## config.mk

```make
export PLATFORM = sky130hd
export DESIGN_NAME = wireless_rx_poll_sequencer
export DESIGN_NICKNAME = d
export VERILOG_FILES = /design/src/hdl/wrps_pkg.sv /design/src/hdl/wireless_rx_poll_sequencer.sv
export SDC_FILE = /design/constraint.sdc
export NUM_CORES = 1
export LEC_CHECK = 0
export BUFFER_PORTS_ARGS = -buffer_cell sky130_fd_sc_hd__buf_2
export CORE_MARGIN = 8
export CORE_UTILIZATION = 57
export DETAILED_ROUTE_END_ITERATION = 8
export PLACE_DENSITY_LB_ADDON = 0.15
export SYNTH_ARGS = -nofsm -noshare
export SYNTH_HDL_FRONTEND = slang
export SYNTH_SLANG_ARGS = --single-unit
```

## constraint.sdc

```tcl
create_clock -name i_clk -period 12.49 [get_ports i_clk]
set_input_delay 2.498 -clock i_clk [delete_from_list [all_inputs] [get_ports i_clk]]
set_output_delay 2.498 -clock i_clk [all_outputs]
set_load 0.02 [all_outputs]
```

## src/hdl/wrps_pkg.sv

```systemverilog
`timescale 1ns / 1ps
// ----------------------------------------------------------------------------
// wrps_pkg
// Codes, field widths and the command arbiter shared by the poll sequencer.
// ----------------------------------------------------------------------------
package wrps_pkg;

    localparam int RAW_W   = 16;
    localparam int N_MEAS  = 6;
    localparam int PHASE_W = 3;
    localparam int CMD_W   = 2;
    localparam int TMR_W   = 2;
    localparam int KIND_W  = 2;

    // phases
    localparam logic [PHASE_W-1:0] PH_DOWN    = 3'd0;
    localparam logic [PHASE_W-1:0] PH_IDLE    = 3'd1;
    localparam logic [PHASE_W-1:0] PH_READ    = 3'd2;
    localparam logic [PHASE_W-1:0] PH_LDO_ON  = 3'd3;
    localparam logic [PHASE_W-1:0] PH_LDO_OFF = 3'd4;

    // commands
    localparam logic [CMD_W-1:0] CMD_NONE = 2'd0;
    localparam logic [CMD_W-1:0] CMD_READ = 2'd1;
    localparam logic [CMD_W-1:0] CMD_ON   = 2'd2;
    localparam logic [CMD_W-1:0] CMD_OFF  = 2'd3;

    // timer actions
    localparam logic [TMR_W-1:0] TMR_NONE  = 2'd0;
    localparam logic [TMR_W-1:0] TMR_START = 2'd1;
    localparam logic [TMR_W-1:0] TMR_STOP  = 2'd2;

    // event kinds
    localparam logic [KIND_W-1:0] EV_TICK = 2'd0;
    localparam logic [KIND_W-1:0] EV_PIN  = 2'd1;
    localparam logic [KIND_W-1:0] EV_LDO  = 2'd2;
    localparam logic [KIND_W-1:0] EV_XFER = 2'd3;

    // status byte: output ready flag
    localparam int READY_BIT = 6;

    typedef struct packed {
        logic [PHASE_W-1:0] phase;
        logic [CMD_W-1:0]   cmd;
    } t_adv;

    // Command arbiter: readout from power-down, then LDO fix-up, then readout.
    function automatic t_adv f_advance(
        input logic [PHASE_W-1:0] phase,
        input logic               pending,
        input logic               ldo_on,
        input logic               ldo_wanted
    );
        t_adv res;
        res.phase = phase;
        res.cmd   = CMD_NONE;
        if (phase == PH_DOWN && pending) begin
            res.phase = PH_READ;
            res.cmd   = CMD_READ;
        end else if (phase == PH_IDLE) begin
            if (ldo_on != ldo_wanted) begin
                res.phase = ldo_wanted ? PH_LDO_ON : PH_LDO_OFF;
                res.cmd   = ldo_wanted ? CMD_ON : CMD_OFF;
            end else if (pending) begin
                res.phase = PH_READ;
                res.cmd   = CMD_READ;
            end
        end
        return res;
    endfunction

endpackage

```

## src/hdl/wireless_rx_poll_sequencer.sv

```systemverilog
`timescale 1ns / 1ps
// ----------------------------------------------------------------------------
// wireless_rx_poll_sequencer
// Event-driven poll sequencer for a wireless charging receiver: picks the
// next bus command, drives the readout timer and latches the last report.
// ----------------------------------------------------------------------------
//  channel   | direction | tdata / tuser contents
//  ----------+-----------+-----------------------------------------------------
//  s (event) | in        | tuser: event kind; tdata: LDO request, xfer status,
//            |           | six raw measurement words, status byte
//  m (result)| out       | tdata: command, timer action, phase, flags,
//            |           | six latched measurements, LDO state
//
//  One event per cycle. The event is decoded against the state registers and
//  the result lands in a single output register in the cycle after the transfer.
//  Input is taken whenever the output register is empty or is being drained
//  in the same cycle, so the rate is one event per clock while the sink keeps
//  up; a stalled sink holds the result and back-pressures the source.
//  Synchronous active-low reset: phase power down, LDO on and wanted on,
//  report invalid, measurements zero, output register empty.
// ----------------------------------------------------------------------------
module wireless_rx_poll_sequencer
    import wrps_pkg::*;
#(
    parameter int MEAS_WIDTH = 16
) (
    input  logic         i_clk,
    input  logic         i_rst_n,
    // event channel
    input  logic         i_s_tvalid,
    output logic         o_s_tready,
    // [1:0] req_type
    input  logic [1:0]   i_s_tuser,
    // [0] ldo_request, [1] xfer_ok, [17:2] rect_voltage_raw,
    // [33:18] out_voltage_raw, [49:34] current_raw, [65:50] die_temp_raw,
    // [81:66] op_freq_raw, [97:82] ntc_temp_raw, [105:98] irq_status_raw,
    // [111:106] zero
    input  logic [111:0] i_s_tdata,
    // result channel
    output logic         o_m_tvalid,
    input  logic         i_m_tready,
    // [1:0] command, [3:2] timer_action, [6:4] phase_now, [7] report_ready,
    // [8] output_ready, [24:9] rect_mv, [40:25] out_mv,
    // [56:41] current_reading, [72:57] die_temp_tenths,
    // [88:73] freq_reading, [104:89] ntc_temp_tenths, [105] ldo_is_on,
    // [111:106] zero
    output logic [111:0] o_m_tdata
);

    // stored measurement width: the bus words are 16 bits, so never wider
    localparam int STORE_W = (MEAS_WIDTH < RAW_W) ? MEAS_WIDTH : RAW_W;
    localparam int MEAS_LO = 2;               // first measurement bit in tdata
    localparam int IRQ_LO  = MEAS_LO + N_MEAS * RAW_W;

    typedef struct packed {
        logic [CMD_W-1:0]   cmd;
        logic [TMR_W-1:0]   tmr;
        logic [PHASE_W-1:0] phase;
        logic               report_ready;
        logic               output_ready;
        logic               ldo_is_on;
    } t_res_ctl;

    // sequencer state
    logic [PHASE_W-1:0] r_phase,   n_phase;
    logic               r_pending, n_pending;
    logic               r_ldo_on,  n_ldo_on;
    logic               r_wanted,  n_wanted;
    logic               r_valid,   n_valid;
    logic               r_rdy,     n_rdy;
    logic [STORE_W-1:0] r_meas [N_MEAS];
    logic [STORE_W-1:0] n_meas [N_MEAS];

    // result register
    logic               r_out_valid;
    t_res_ctl           r_out_ctl;
    t_res_ctl           n_out_ctl;
    logic [RAW_W-1:0]   r_out_meas [N_MEAS];

    logic               accept;
    logic               ev_want;
    logic               ev_ok;
    logic [7:0]         ev_irq;
    t_adv               adv;

    assign o_s_tready = !r_out_valid || i_m_tready;
    assign accept     = i_s_tvalid && o_s_tready;
    assign ev_want    = i_s_tdata[0];
    assign ev_ok      = i_s_tdata[1];
    assign ev_irq     = i_s_tdata[IRQ_LO +: 8];

    // event decode and next state
    always_comb begin
        logic [PHASE_W-1:0] ph;
        logic               pend;
        logic               on;
        logic               want;
        logic [CMD_W-1:0]   cmd;
        logic [TMR_W-1:0]   tmr;

        ph        = r_phase;
        pend      = r_pending;
        on        = r_ldo_on;
        want      = r_wanted;
        cmd       = CMD_NONE;
        tmr       = TMR_NONE;
        n_valid   = r_valid;
        n_rdy     = r_rdy;
        for (int k = 0; k < N_MEAS; k++) begin
            n_meas[k] = r_meas[k];
        end
        adv = f_advance(ph, pend, on, want);

        case (i_s_tuser)
            EV_TICK: begin
                pend = 1'b1;
                adv  = f_advance(ph, pend, on, want);
                ph   = adv.phase;
                cmd  = adv.cmd;
            end
            EV_PIN: begin
                // ignored unless powered down
                if (ph == PH_DOWN) begin
                    pend = 1'b1;
                    adv  = f_advance(ph, pend, on, want);
                    ph   = adv.phase;
                    cmd  = adv.cmd;
                end
            end
            EV_LDO: begin
                if (want != ev_want) begin
                    want = ev_want;
                    adv  = f_advance(ph, pend, on, want);
                    ph   = adv.phase;
                    cmd  = adv.cmd;
                end
            end
            default: begin
                // completion with nothing in flight is dropped
                if (ph != PH_DOWN && ph != PH_IDLE) begin
                    if (!ev_ok) begin
                        n_valid = 1'b0;
                        n_rdy   = 1'b0;
                        for (int k = 0; k < N_MEAS; k++) begin
                            n_meas[k] = '0;
                        end
                        tmr  = TMR_STOP;
                        ph   = PH_DOWN;
                        pend = 1'b0;
                    end else begin
                        if (ph == PH_READ) begin
                            pend    = 1'b0;
                            n_valid = 1'b1;
                            n_rdy   = ev_irq[READY_BIT];
                            for (int k = 0; k < N_MEAS; k++) begin
                                n_meas[k] = i_s_tdata[MEAS_LO + k*RAW_W +: STORE_W];
                            end
                            // first report: force the LDO command, start polling
                            if (!r_valid) begin
                                on  = !want;
                                tmr = TMR_START;
                            end
                        end else if (ph == PH_LDO_ON) begin
                            on = 1'b1;
                        end else if (ph == PH_LDO_OFF) begin
                            on = 1'b0;
                        end
                        ph  = PH_IDLE;
                        adv = f_advance(ph, pend, on, want);
                        ph  = adv.phase;
                        cmd = adv.cmd;
                    end
                end
            end
        endcase

        n_phase   = ph;
        n_pending = pend;
        n_ldo_on  = on;
        n_wanted  = want;

        n_out_ctl.cmd          = cmd;
        n_out_ctl.tmr          = tmr;
        n_out_ctl.phase        = ph;
        n_out_ctl.report_ready = n_valid;
        n_out_ctl.output_ready = n_rdy;
        n_out_ctl.ldo_is_on    = on;
    end

    always_ff @(posedge i_clk) begin
        if (!i_rst_n) begin
            r_phase     <= PH_DOWN;
            r_pending   <= 1'b0;
            r_ldo_on    <= 1'b1;
            r_wanted    <= 1'b1;
            r_valid     <= 1'b0;
            r_rdy       <= 1'b0;
            r_out_valid <= 1'b0;
            for (int k = 0; k < N_MEAS; k++) begin
                r_meas[k] <= '0;
            end
        end else begin
            if (accept) begin
                r_phase   <= n_phase;
                r_pending <= n_pending;
                r_ldo_on  <= n_ldo_on;
                r_wanted  <= n_wanted;
                r_valid   <= n_valid;
                r_rdy     <= n_rdy;
                for (int k = 0; k < N_MEAS; k++) begin
                    r_meas[k] <= n_meas[k];
                end
            end
            if (accept) begin
                r_out_valid <= 1'b1;
            end else if (i_m_tready) begin
                r_out_valid <= 1'b0;
            end
        end
    end

    // result payload
    always_ff @(posedge i_clk) begin
        if (accept) begin
            r_out_ctl <= n_out_ctl;
            for (int k = 0; k < N_MEAS; k++) begin
                r_out_meas[k] <= RAW_W'(n_meas[k]);
            end
        end
    end

    assign o_m_tvalid = r_out_valid;

    always_comb begin
        o_m_tdata        = '0;
        o_m_tdata[1:0]   = r_out_ctl.cmd;
        o_m_tdata[3:2]   = r_out_ctl.tmr;
        o_m_tdata[6:4]   = r_out_ctl.phase;
        o_m_tdata[7]     = r_out_ctl.report_ready;
        o_m_tdata[8]     = r_out_ctl.output_ready;
        for (int k = 0; k < N_MEAS; k++) begin
            o_m_tdata[9 + k*RAW_W +: RAW_W] = r_out_meas[k];
        end
        o_m_tdata[105]   = r_out_ctl.ldo_is_on;
    end

    // ------------------------------------------------------------------------
    // checks
    // ------------------------------------------------------------------------

    // no report means the latched measurements are cleared
    a_meas_clear: assert property (@(posedge i_clk) disable iff (!i_rst_n)
        !r_valid |-> (r_meas[0] == '0 && r_meas[1] == '0 && r_meas[2] == '0 &&
                      r_meas[3] == '0 && r_meas[4] == '0 && r_meas[5] == '0))
        else $error("measurements held without a valid report");

    // the ready flag only stands with a valid report
    a_rdy_valid: assert property (@(posedge i_clk) disable iff (!i_rst_n)
        r_rdy |-> r_valid)
        else $error("output-ready flag set without a report");

    // a failed in-flight transfer returns to power down with nothing pending
    a_fail_down: assert property (@(posedge i_clk) disable iff (!i_rst_n)
        (accept && i_s_tuser == EV_XFER && !ev_ok &&
         r_phase != PH_DOWN && r_phase != PH_IDLE)
        |=> (r_phase == PH_DOWN && !r_pending && r_out_ctl.tmr == TMR_STOP))
        else $error("failed transfer did not return to power down");

    // an issued readout command leaves the phase in readout
    a_cmd_phase: assert property (@(posedge i_clk) disable iff (!i_rst_n)
        (r_out_valid && r_out_ctl.cmd == CMD_READ) |-> r_out_ctl.phase == PH_READ)
        else $error("readout command without readout phase");

endmodule

```

## Word-level counts from Yosys, hierarchy flattened

Memories as Yosys holds them, arrays and structs flattened.
Cells that the tools add are included.

- Reduce and logical (&&, ||, !) cells: 16
- Bitwise operators: 10
- Muxes and demuxes: 69
- Eq/ne operators: 12

Operators by type and width:

| cell | count |
|---|---|
| 96-bit two-way mux | 4 |
| 16-bit two-way mux | 6 |
| 5-bit two-way mux | 8 |
| 1-bit two-way mux | 37 |
| 3-bit two-way mux | 6 |
| 3-bit one-hot mux with 3 select lines | 1 |
| 2-bit two-way mux | 4 |
| 3-bit by 2-bit == test with 1-bit output, second input constant | 2 |
| 1-bit bitwise OR | 6 |
| 2-bit one-hot mux with 3 select lines | 1 |
| 3-bit nonzero test | 2 |
| 6-bit OR reduction | 1 |
| 4-bit two-way mux | 1 |
| 1-bit inequality test | 4 |
| 1-bit inverter | 4 |
| 4-bit AND reduction | 1 |
| 4-bit OR reduction | 1 |
| 3-bit by 1-bit == test with 1-bit output, second input constant | 1 |
| 3-bit == test, second input constant | 1 |
| 1-bit logical AND | 3 |
| 3-bit zero test | 1 |
| 3-bit by 1-bit inequality test with 1-bit output, second input constant | 1 |
| 1-bit one-hot mux with 3 select lines | 1 |
| 3-bit AND reduction | 1 |
| 8 further kinds | 9 |

- Word-level logic and storage cells: 123
- Memory bits (writable): 192
- Memories kept: 2
- Register bits after elaboration: 19

Memories:

| name | words | bits a word | read ports | clocked after memory_dff | wr ports | line | RTL |
|---|---|---|---|---|---|---|---|
| r_meas | 6 | 16 | 6 | 0 | 6 | wireless_rx_poll_sequencer.sv:71 | `logic [STORE_W-1:0] r_meas [N_MEAS];` |
| r_out_meas | 6 | 16 | 6 | 0 | 6 | wireless_rx_poll_sequencer.sv:78 | `logic [RAW_W-1:0] r_out_meas [N_MEAS];` |

## Longest topological paths before layout

- Depth in word-level cells: 12
- Gate-level depth with buffers: 10

## Least setup slack after synthesis

OpenSTA, ideal clock, no wires.

- Path type: input-to-reg
- Start: in i_m_tready
- End: reg r_phase[1]
- Arrival: 6.858 ns
- Cell stages on the path: 6
- Path slack: 5.510 ns
- Cell sequence: nand2b_1 nand2_1 inv_1 clkbuf_1 o21ai_0 o31a_1

- Word-level cells in the longest chain between the ends: 2

Ends and longest elaborated chain:

| item | line | RTL |
|---|---|---|
| start: declaration | wireless_rx_poll_sequencer.sv:41 | `input logic i_m_tready,` |
| 1-bit logical OR | wireless_rx_poll_sequencer.sv:86 | `assign o_s_tready = !r_out_valid \|\| i_m_tready;` |
| 1-bit logical AND | wireless_rx_poll_sequencer.sv:87 | `assign accept = i_s_tvalid && o_s_tready;` |
| net accept | wireless_rx_poll_sequencer.sv:80 | `logic accept;` |
| end signal: assignment | wireless_rx_poll_sequencer.sv:204 | `r_phase <= n_phase;` |
| end: declaration | wireless_rx_poll_sequencer.sv:65 | `logic [PHASE_W-1:0] r_phase, n_phase;` |

The timed path passes the listed nets, and every way through them passes these cells.
A chain may end at the register's enable or synchronous reset.

## Worst setup path in the final report

- Start: in i_m_tready
- End: out o_s_tready

- Word-level cells in the longest chain between the ends: 1

Ends and longest elaborated chain:

| item | line | RTL |
|---|---|---|
| 1-bit logical OR | wireless_rx_poll_sequencer.sv:86 |  |
| end: declaration | wireless_rx_poll_sequencer.sv:31 | `output logic o_s_tready,` |

Every way passes these cells.

==> results.py <==
metrics = {
    "run_status": {
        "status": "finished, final reports clean",
    },
    "final_layout": {
        "final_cell_mix": "buf_2, edfxtp_1, nor2b_1",
        "nets": 888,
        "synthToLayoutAreaGrowth_pct": 19.8,
        "stdcell_area_sq_um": 10800,
        "mostFrequentLayoutCell": "buf_2",
        "drive_gt1_share_pct": 37.1,
    },
    "power_and_ir_drop": {
        "internal_power_w": 0.00127,
        "seqPwrFrac_pct": 51.7,
        "ir_worst_vdd_mv": 0.114,
        "p_comb_share_pct": 11.3,
        "p_clk_share_pct": 36.9,
        "netSwitchingPower_w": 0.000387,
        "swShare_pct": 23.4,
        "leakagePower_nw": 4.35,
        "powerDensity_nw_per_um2": 154,
    },
    "die": {
        "core_sq_um": 15700,
        "num_io_pins": 232,
        "die_area_sq_um": 20000,
        "std_cell_rows": 46,
        "die_y_um": 142,
        "initial_core_util_pct": 57.4,
        "die_w_um": 142,
    },
    "drt": {
        "drc_errors": 0,
        "ant_nets": 0,
        "routed_via_density": 5.56,
        "wirelength_um": 20300,
        "dr.first_iter.drc_count": 388,
        "num_vias": 5548,
        "firstDrtPassIters": 5,
        "wl_per_cell_um": 20.4,
    },
    "place": {
        "dpl-instance-area_sq_um": 10100,
        "portBuffers": 212,
        "gp_congestion": 0.879,
        "dpl.hpwl_um": 12600,
    },
    "global_route": {
        "grt_pass1_vias": 5727,
        "gr-usage-all-layers_pct": 19.7,
        "grt_overflow": 0,
        "grt_max_degree": 97,
        "grt_pass1_wl_um": 31400,
        "grt_antenna_before_repair": 2,
    },
    "critical_path": {
        "cp_num_buf_inv": 2,
        "r2r_cells": 6,
        "crit_family": "buffers and inverters",
        "worst_ep_arrival_time_ns": 2.91,
        "cpMostUsedCell": "buf_2",
        "cp-start-kind": "input port",
        "path_max_fanout": 3,
        "reg2reg_from": "r_phase[1]$_SDFFE_PN0P_",
        "cp_cell_sequence": "buf_2 > nand2b_1 > buf_2",
        "cpPeakStageDelay_ns": 0.17,
        "timing.rr.end": "r_meas[5][1]$_SDFFCE_PN0P_",
        "r2r_slack_ns": 9.44,
        "worst_path_max_delay_cell": "buf_2",
        "cp-endpoint": "o_s_tready",
        "cp.required_ns": 9.99,
        "cp.depth": 3,
        "cp-end-kind": "primary output",
        "crit_type": "in -> out",
        "critPathLaunch": "i_m_tready",
    },
    "cts": {
        "htreeDepth": 1,
        "numCtsBuffers": 22,
        "post_cts_buffers": 0,
        "clk_latency_ns": 0.48,
        "clock_path_buffers": 3,
        "hold_buffers": 0,
        "cts.repair.resized": 0,
        "numClockSinks": 211,
        "cts-root-buf": "clkbuf_16",
        "cts.clk_slew.worst_paths_ns": 0.06,
        "tritoncts": "yes",
    },
    "synth": {
        "synthCells": 567,
        "yosys.area_share.adder_pct": 0.557,
        "seq_area_frac_synth_pct": 69.5,
        "ys_types": 50,
        "synth_edf_count": 202,
        "async_flop_share_pct": 0,
        "synth-seq-cells": 211,
        "yosysWarnings": 0,
        "synth_compound_gate_area_share_pct": 16.2,
        "postSynthAreaPerCell_sq_um": 15.9,
        "synth_simple_gate_area_share_pct": 9.66,
        "ys.flop_type": "edfxtp_1",
        "synth_top_family_by_area": "compound AO/OA/AOI/OAI gates",
        "synthesis.area_sq_um": 8990,
        "synth_xor_xnor_area_share_pct": 0.0975,
        "muxShareOfSynthArea_pct": 0,
    },
    "timing": {
        "min_period_ns": 5.41,
        "slew_headroom_pct": 25.2,
        "report.final.hold_viol_count": 0,
        "fmax_mhz": 185,
        "period_share_pct": 43.3,
        "fin_skew_ns": 0.00577,
        "rsz0062_at_grt": "no",
        "finalSetupViolCount": 0,
        "setup_tns_ns": 0,
        "worst-slew-pin-transition_ns": 1.12,
        "slew_violations": 0,
    },
    "worst_hold_path": {
        "worstHoldPathType": "reg -> reg",
    },
    "job": {
        "maxCapViolCount": 0,
    },
}
-- power by group through the flow --
stage	clock network [W]	registers, W	logic, W
final	0.000611	0.000856	0.000187
after detailed placement	0	0.000870	0.000187
after CTS	0.000624	0.000856	0.000189
after global placement	0	0.000868	0.000183
after floorplan	0	0.000903	0.0000915
after global routing	0.000650	0.000860	0.000202
-- tightest hold or removal path, cell delays in order, from the launching register on --
cell      delay (ns)
dfxtp_1         0.31
nand2b_1        0.10
a21oi_1         0.07
-- layout make-up --
class	instances	area [sq um]
fillers	1119	4890
diodes	1	2.50
clock inverters	11	76.3
flip-flops and latches	211	6250
clock buffers	28	594
well taps	216	270
inverters	11	43.8
multi-input cells	303	2430
repair buffers	217	1100
-- logic make-up (layout without fill, tap and decap cells) --
family                   Yosys count  after routing
buffers and inverters             58            267
adder cells (fa/ha/maj)            4              4
AND/OR/NAND/NOR                  147            147
other                              1              7
flip-flops                       211            211
AO/OA/AOI/OAI                    145            145
XOR/XNOR                           1              1
-- stage by stage --
| step | utilization [%] | hold slack [ns] | cells | worst slack, ns | total power [W] |
|---|---|---|---|---|---|
| finish | 68.8 | 0.528 | 998 | 7.08 | 0.00165 |
| global placement | 64.5 | 0.512 | 958 | 7.08 | 0.00105 |
| detailed placement | 64.5 | 0.516 | 958 | 7.08 | 0.00106 |
| CTS | 68.7 | 0.533 | 997 | 7.08 | 0.00167 |
| global route | 68.8 | 0.569 | 998 | 7.05 | 0.00171 |
| floorplan | - | 0.498 | 572 | 5.51 | 0.000994 |
-- worst min path at each step --
stage,depth (start not counted),slack (ns),end,from
after detailed placement,2,0.52,o_m_tvalid$_SDFFE_PN0P_,o_m_tvalid$_SDFFE_PN0P_
after global placement,2,0.51,r_rdy$_SDFFE_PN0P_,r_rdy$_SDFFE_PN0P_
after global routing,2,0.57,r_rdy$_SDFFE_PN0P_,r_rdy$_SDFFE_PN0P_
final,2,0.53,o_m_tvalid$_SDFFE_PN0P_,o_m_tvalid$_SDFFE_PN0P_
after CTS,2,0.53,o_m_tvalid$_SDFFE_PN0P_,o_m_tvalid$_SDFFE_PN0P_
after floorplan,2,0.50,r_rdy$_SDFFE_PN0P_,r_rdy$_SDFFE_PN0P_
-- registers in the layout, indices dropped and copies added, names as in the netlist --
register    count
r_valid         1
r_wanted        1
r_rdy           1
r_out_meas     96
o_m_tdata      10
r_phase         3
r_pending       1
r_ldo_on        1
r_meas         96
o_m_tvalid      1
-- Yosys cell counts (4+ instances only) --
| library cell | count | area, sq um |
|---|---|---|
| a21oi_1 | 14 | 70.1 |
| a22o_1 | 58 | 508 |
| a22o_4 | 35 | 613 |
| a31oi_1 | 4 | 25.0 |
| and2b_1 | 5 | 37.5 |
| buf_2 | 9 | 45.0 |
| buf_4 | 6 | 45.0 |
| buf_6 | 13 | 146 |
| clkbuf_1 | 18 | 67.6 |
| dfxtp_1 | 9 | 180 |
| edfxtp_1 | 202 | 6070 |
| ha_1 | 4 | 50.1 |
| inv_1 | 11 | 41.3 |
| nand2_1 | 14 | 52.6 |
| nand2b_1 | 5 | 31.3 |
| nand3_1 | 4 | 20.0 |
| nor2_1 | 11 | 41.3 |
| nor2b_1 | 91 | 569 |
| nor3_1 | 4 | 20.0 |
| o21ai_0 | 12 | 60.1 |
-- routing by layer --
metal / track usage (%) / share of wire [%] / vias up
li1: - / - / 2569
met1: 25.5 / 41 / 2708
met2: 31.9 / 49 / 230
met3: 5.14 / 8.3 / 39
met4: 5.99 / 2.3 / 2
met5: 0 / 0.039 / -
Note: power is estimated with default switching activity, not from simulation.
